[config.mk]
export PLATFORM = sky130hd
export DESIGN_NAME = integer_to_ascii_formatter_unit
export DESIGN_NICKNAME = d
export VERILOG_FILES = /design/src/rtl/itoa_pkg.sv /design/src/rtl/integer_to_ascii_formatter_unit.sv
export SDC_FILE = /design/constraint.sdc
export NUM_CORES = 2
export LEC_CHECK = 0
export BUFFER_PORTS_ARGS = -buffer_cell sky130_fd_sc_hd__buf_4
export CAP_MARGIN = 20
export CORE_UTILIZATION = 50
export DETAILED_ROUTE_END_ITERATION = 8
export PLACE_DENSITY_LB_ADDON = 0.08
export SLEW_MARGIN = 25
export SYNTH_ARGS = -nofsm -noshare
export SYNTH_HDL_FRONTEND = slang
export SYNTH_SLANG_ARGS = --single-unit
export TNS_END_PERCENT = 10
[constraint.sdc]
create_clock -name clk -period 22.3 [get_ports clk]
set_input_delay 2.23 -clock clk [delete_from_list [all_inputs] [get_ports clk]]
set_output_delay 2.23 -clock clk [all_outputs]
set_load 0.005 [all_outputs]
[src/rtl/itoa_pkg.sv]
// ----------------------------------------------------------------------------
// itoa_pkg
// shared types and constants of the integer to ascii formatter
// ----------------------------------------------------------------------------
package itoa_pkg;

  localparam int POINTER_BITS = 64;
  localparam int MAX_CHARS = 18;
  localparam int NUM_DEC = 10;
  localparam int DD_STAGES = 8;
  localparam int DD_BITS = 4;

  typedef enum logic [2:0] {
    KIND_SDEC = 3'd0,
    KIND_UDEC = 3'd1,
    KIND_HEXL = 3'd2,
    KIND_HEXU = 3'd3,
    KIND_PTR  = 3'd4
  } kind_t;

  typedef logic [7:0] char_t;

  function automatic char_t hex_char(input logic [3:0] d, input logic upper);
    char_t c;
    if (d < 4'd10) begin
      c = 8'h30 + {4'd0, d};
    end else if (upper) begin
      c = 8'h37 + {4'd0, d};
    end else begin
      c = 8'h57 + {4'd0, d};
    end
    return c;
  endfunction

endpackage

[src/rtl/integer_to_ascii_formatter_unit.sv]
// ----------------------------------------------------------------------------
// integer_to_ascii_formatter_unit
// printf style integer conversion: signed and unsigned decimal, hex, pointer
// ----------------------------------------------------------------------------
// channel | signals                          | dir
// in      | in_valid in_stall kind value     | sink
// out     | out_valid out_stall char_code    | source
//         | position last                    |
// an operand goes through eight double-dabble stages (four bits each), then a
// prepare step loads the emitter, which sends one character per cycle while
// out_stall is low. the input stalls while characters are sent, which holds
// every stage, so nothing is lost. reset clears all valid bits.
module integer_to_ascii_formatter_unit (
  input  logic        clk,
  input  logic        rst,
  input  logic        in_valid,
  output logic        in_stall,
  input  logic [2:0]  kind,
  input  logic [63:0] value,
  output logic        out_valid,
  input  logic        out_stall,
  output logic [7:0]  char_code,
  output logic [4:0]  position,
  output logic        last
);

  typedef struct packed {
    logic        ok;
    logic [2:0]  kind;
    logic        neg;
    logic [63:0] val;
    logic [31:0] mag;
    logic [39:0] bcd;
  } stage_t;

  stage_t      head;
  logic        head_vld;
  stage_t      tail;
  logic        tail_vld;
  logic        advance;

  logic [7:0]  buf_c [itoa_pkg::MAX_CHARS];
  logic [4:0]  buf_n;
  logic [4:0]  idx;
  logic        busy;

  logic [7:0]  prep_c [itoa_pkg::MAX_CHARS];
  logic [4:0]  prep_n;

  assign advance  = !busy;
  assign in_stall = !advance;

  function automatic logic [39:0] dabble(input logic [39:0] b);
    logic [39:0] r;
    r = b;
    for (int d = 0; d < itoa_pkg::NUM_DEC; d++) begin
      if (r[d*4 +: 4] > 4'd4) begin
        r[d*4 +: 4] = r[d*4 +: 4] + 4'd3;
      end
    end
    return r;
  endfunction

  always_comb begin
    logic [31:0] low;
    low = value[31:0];
    head.ok   = (kind <= 3'(itoa_pkg::KIND_PTR));
    head.kind = kind;
    head.neg  = (kind == 3'(itoa_pkg::KIND_SDEC)) && low[31];
    head.val  = value;
    head.mag  = head.neg ? (32'd0 - low) : low;
    head.bcd  = '0;
  end

  assign head_vld = in_valid;

  genvar g;
  generate
    for (g = 0; g < itoa_pkg::DD_STAGES; g++) begin : g_dd
      stage_t d;
      logic   d_vld;
      stage_t nx;
      stage_t q;
      logic   q_vld;
      if (g == 0) begin : g_head
        assign d     = head;
        assign d_vld = head_vld;
      end else begin : g_link
        assign d     = g_dd[g-1].q;
        assign d_vld = g_dd[g-1].q_vld;
      end
      always_comb begin
        logic [39:0] b;
        logic [31:0] m;
        nx = d;
        b = d.bcd;
        m = d.mag;
        for (int k = 0; k < itoa_pkg::DD_BITS; k++) begin
          b = dabble(b);
          b = {b[38:0], m[31]};
          m = {m[30:0], 1'b0};
        end
        nx.bcd = b;
        nx.mag = m;
      end
      always_ff @(posedge clk) begin
        if (rst) begin
          q_vld <= 1'b0;
        end else if (advance) begin
          q_vld <= d_vld;
        end
        if (advance) begin
          q <= nx;
        end
      end
    end
  endgenerate

  assign tail     = g_dd[itoa_pkg::DD_STAGES-1].q;
  assign tail_vld = g_dd[itoa_pkg::DD_STAGES-1].q_vld;

  always_comb begin
    stage_t s;
    logic [4:0] nd;
    logic [4:0] n;
    logic upper;
    logic [63:0] pv;
    s = tail;
    upper = (s.kind == 3'(itoa_pkg::KIND_HEXU));
    pv = s.val;
    for (int i = 0; i < itoa_pkg::MAX_CHARS; i++) begin
      prep_c[i] = 8'h30;
    end
    nd = 5'd1;
    n = 5'd0;
    if (s.kind == 3'(itoa_pkg::KIND_SDEC) || s.kind == 3'(itoa_pkg::KIND_UDEC)) begin
      for (int d = 1; d < itoa_pkg::NUM_DEC; d++) begin
        if (s.bcd[d*4 +: 4] != 4'd0) begin
          nd = 5'(d + 1);
        end
      end
      n = nd + {4'd0, s.neg};
      if (s.neg) begin
        prep_c[0] = 8'h2d;
      end
      for (int i = 0; i < itoa_pkg::NUM_DEC; i++) begin
        if (5'(i) < nd) begin
          prep_c[5'(i) + {4'd0, s.neg}] =
            8'h30 + {4'd0, s.bcd[(nd - 5'(i) - 5'd1)*4 +: 4]};
        end
      end
    end else if (s.kind == 3'(itoa_pkg::KIND_HEXL) || s.kind == 3'(itoa_pkg::KIND_HEXU)) begin
      for (int d = 1; d < 8; d++) begin
        if (s.val[d*4 +: 4] != 4'd0) begin
          nd = 5'(d + 1);
        end
      end
      n = nd;
      for (int i = 0; i < 8; i++) begin
        if (5'(i) < nd) begin
          prep_c[i] = itoa_pkg::hex_char(s.val[(nd - 5'(i) - 5'd1)*4 +: 4], upper);
        end
      end
    end else begin
      if (itoa_pkg::POINTER_BITS < 64) begin
        pv = s.val & ((64'd1 << itoa_pkg::POINTER_BITS) - 64'd1);
      end
      for (int d = 1; d < 16; d++) begin
        if (pv[d*4 +: 4] != 4'd0) begin
          nd = 5'(d + 1);
        end
      end
      n = nd + 5'd2;
      prep_c[1] = 8'h78;
      for (int i = 0; i < 16; i++) begin
        if (5'(i) < nd) begin
          prep_c[i+2] = itoa_pkg::hex_char(pv[(nd - 5'(i) - 5'd1)*4 +: 4], 1'b0);
        end
      end
    end
    prep_n = s.ok ? n : 5'd0;
  end

  always_ff @(posedge clk) begin
    if (rst) begin
      busy <= 1'b0;
      idx  <= '0;
    end else if (!busy) begin
      if (tail_vld && prep_n != 5'd0) begin
        busy <= 1'b1;
        idx  <= '0;
      end
    end else if (!out_stall) begin
      if (idx == buf_n - 5'd1) begin
        busy <= 1'b0;
      end
      idx <= idx + 5'd1;
    end
    if (!busy) begin
      buf_c <= prep_c;
      buf_n <= prep_n;
    end
  end

  assign out_valid = busy;
  assign char_code = buf_c[idx];
  assign position  = idx;
  assign last      = (idx == buf_n - 5'd1);

  a_no_in_while_busy: assert property (@(posedge clk) disable iff (rst)
    busy |-> in_stall) else $error("input taken while emitting");
  a_hold: assert property (@(posedge clk) disable iff (rst)
    (out_valid && out_stall) |=> (out_valid && $stable(position)))
    else $error("stalled character moved");
  a_last_ends: assert property (@(posedge clk) disable iff (rst)
    (out_valid && !out_stall && last) |=> !out_valid)
    else $error("output continued after last");

endmodule
==> summary.json <==
{
  "worst_slew_margin_rel": 0.193,
  "max_freq_mhz": 137,
  "postSynthAreaPerCell_um2": 11.5,
  "starting_density_of_the_core": 0.504,
  "criticalPathCategory": "flip-flop to flip-flop",
  "grt_start_max_net_pins": 199,
  "setup-tns-final_ns": 0,
  "fp.coreArea_um2": 118000,
  "postCtsSetupRepairBufs": 0,
  "first_global_vias": 38600,
  "drt-wirelength-per-cell_um": 22.4,
  "clk_pin_slew_ns": 0.06,
  "fp-row-count": 126,
  "num_io_pins": 87,
  "fraction_of_the_yosys_area_taken_by_sequential_cells": 0.496,
  "slew_violations": 0,
  "share_of_flip_flops_with_an_asynchronous_set_or_reset": 0,
  "drtPass1Iterations": 6,
  "ant_nets": 0,
  "arrival_ns": 7.67,
  "post-route-min-period_ns": 7.28,
  "synthSimpleGateAreaFrac": 0.114,
  "min_path_cells": 0,
  "synth.yosys.warnings": 0,
  "setup_violations": 0,
  "synth_enable_flop_cells": 972,
  "fin_nets": 5694,
  "num_vias": 41200,
  "worstMarginPinSlew_ns": 1.21,
  "die_h_um": 347,
  "outcome": "completed",
  "worst-path-max-fanout": 44,
  "synth.area.mux_share": 0.126,
  "dominantRegCellSynth": "edfxtp_1",
  "cts-resized-gates": 0,
  "grt_usage": 0.254,
  "synthDistinctLibCells": 107,
  "initial_antenna_violation_count": 6,
  "port_buffer_cells": 85,
  "finalWirelength_um": 155000,
  "critPathRequiredTime_ns": 22.69,
  "tritoncts.num_buffers": 103,
  "timing.hold.worst_endpoint": "g_dd[5].q[81]",
  "drive_gt1_frac": 0.122,
  "cts_sinks": 986,
  "rsz0062_at_grt": "false",
  "maxCapViolCount": 0,
  "most-common-layout-cells": "edfxtp_1 (972), nand2_1 (545), a21oi_1 (428)",
  "post_synth_instance_area_um2": 59400,
  "vias_per_cell": 5.96,
  "drtIter0Drc": 3892,
  "clock_insertion_delay_worst_skew_ns": 0.72,
  "number_of_hold_buffers_added_after_cts": 0,
  "most_common_cell_after_layout_fill_and_taps_aside": "edfxtp_1",
  "post_synth_main_area_contributors": "edfxtp_1 (49%), ha_1 (7.1%), mux2i_1 (5.4%)",
  "synth_compound_area_frac": 0.119,
  "r2r-start": "g_dd[7].q[96]",
  "hold_viol": 0,
  "cts_tree": "yes",
  "reg2reg_depth": 20,
  "finalWeightedCongestion": 1.02,
  "period_share": 0.326,
  "synth.ff_latch_count": 986,
  "synth_adder_area_share": 0.0712,
  "cts-htree-levels": 3,
  "timing.clock.skew_ns": 0.0488,
  "sequential_cell_area_um2": 29500,
  "worst_hold_startpoint": "g_dd[4].q[81]",
  "grt.overflow.total": 0,
  "fillers": 10100,
  "synth_top_area_share": 0.491,
  "die_width_um": 347,
  "design.die.area_um2": 120000,
  "multiInputGateArea_um2": 28400,
  "timing.critical_path.from_type": "flip-flop",
  "syn_to_final_growth_pct": 10.1,
  "clock_root_buffer": "clkbuf_16",
  "reg2reg_setup_slack_ns": 15.02,
  "synth_top_family_by_area": "multiplexers",
  "crit_path_end_kind": "flip-flop",
  "synthXorXnorAreaFrac": 0.0445,
  "grt_pass1_wl_um": 234000,
  "timing.rr.end": "buf_c[114]",
  "synth_top_cell_by_area": "edfxtp_1",
  "maximum_clock_insertion_buffer_count": 3,
  "drc": 0,
  "dp.final_hpwl_um": 116000,
  "synth_cells": 5181,
  "worst_hold_path_type": "flip-flop to flip-flop"
}
==> cells by family (layout without fill, tap and decap cells) <==
kind of cell | Yosys count | in the layout
AO/OA/AOI/OAI | 1132 | 1132
adder cells (fa/ha/maj) | 338 | 338
AND/OR/NAND/NOR | 1427 | 1427
buffers and inverters | 420 | 601
flip-flops | 986 | 986
XOR/XNOR | 297 | 297
other | 2 | 12
multiplexers | 579 | 579
==> layout make-up <==
cell class                      instances  share of cell area
Antenna cell                            1           0.0000382
Clock buffer                          115              0.0401
Clock inverter                         76              0.0133
Inverter                              252              0.0146
Multi-Input combinational cell       3784               0.434
Sequential cell                       986               0.450
Tap cell                             1536              0.0294
Timing Repair Buffer                  158              0.0186
==> cell usage after synthesis (13+ instances only) <==
library cell	number
o21ai_0	221
a21oi_1	428
a21boi_0	20
nor2b_1	63
o221ai_1	19
buf_2	25
nand2_1	545
mux4_2	122
a21o_1	39
nor4_1	30
a211oi_1	35
nand3b_1	13
a31oi_1	45
nor2_1	333
nand4_1	22
mux2i_1	323
xor2_1	129
ha_1	338
o21ai_1	19
mux2_2	133
and3_1	32
or3_1	17
nor3b_1	28
a221oi_1	13
clkbuf_1	109
a22oi_1	15
inv_1	242
a32oi_1	15
nand3_1	78
o22ai_1	31
nor3_1	97
or4_1	27
a211o_1	15
o21bai_1	41
o211ai_1	36
edfxtp_1	972
xnor2_1	164
dfxtp_1	14
nand2b_1	53
and2_1	35
buf_1	23
==> flip-flops by register name, indices dropped and copies added, names as in the netlist <==
name / cells
in_stall: 1
g_dd.q: 841
g_dd.q_vld: 8
position: 5
buf_n: 5
buf_c: 126
==> routing by layer <==
metal  vias to the layer above  global-route usage  share of wire
met5                         -                   0        0.00047
met4                        10               0.111          0.046
met3                       325              0.0381          0.066
met2                      1397               0.405           0.45
met1                     19800               0.344           0.43
li1                      19700                   -              -
==> worst max path at each step <==
stage / from / endpoint / slack (ns) / cells after the start
floorplan: in_stall / buf_c[0] / 6.78 / 1
global placement: g_dd[7].q[93] / buf_c[114] / 15.27 / 20
detailed placement: g_dd[7].q[93] / buf_c[114] / 15.17 / 20
CTS: g_dd[7].q[93] / buf_c[114] / 15.14 / 20
global route: g_dd[7].q[96] / buf_c[114] / 14.44 / 20
finish: g_dd[7].q[96] / buf_c[114] / 15.02 / 20
==> critical path: stages, from the launching register on <==
cell and delay (ns):
edfxtp_1 0.63, nor4_1 0.64, o21ai_2 0.10, buf_4 0.21, o21ai_2 0.58, o21ai_4 0.06, buf_4 0.34, inv_6 0.49
ha_1 0.40, inv_1 0.18, nand2_1 0.16, o211a_1 0.77, a21oi_1 0.30, o311ai_4 0.71, mux4_2 0.57, nor2b_1 0.17
inv_1 0.08, ha_1 0.16, nand2_1 0.06, mux2i_1 0.15, o221ai_1 0.12
==> stage by stage <==
| stage | cell area [um2] | util | setup slack, ns | instances | hold WS (ns) |
|---|---|---|---|---|---|
| 3_3_place_gp | 61900 | 0.525 | 15.27 | 6716 | 0.400 |
| 3_5_place_dp | 61900 | 0.525 | 15.17 | 6716 | 0.405 |
| 4_1_cts | 65400 | 0.555 | 15.14 | 6907 | 0.367 |
| 5_1_grt | 65400 | 0.555 | 14.44 | 6907 | 0.381 |
| 6_report | 65400 | 0.555 | 15.02 | 6908 | 0.383 |
| 2_1_floorplan | 59500 | - | 6.78 | 5190 | 0.400 |
Power is not shown: default switching activity piles up to over one toggle a cycle in this logic, so the estimate is an artifact.
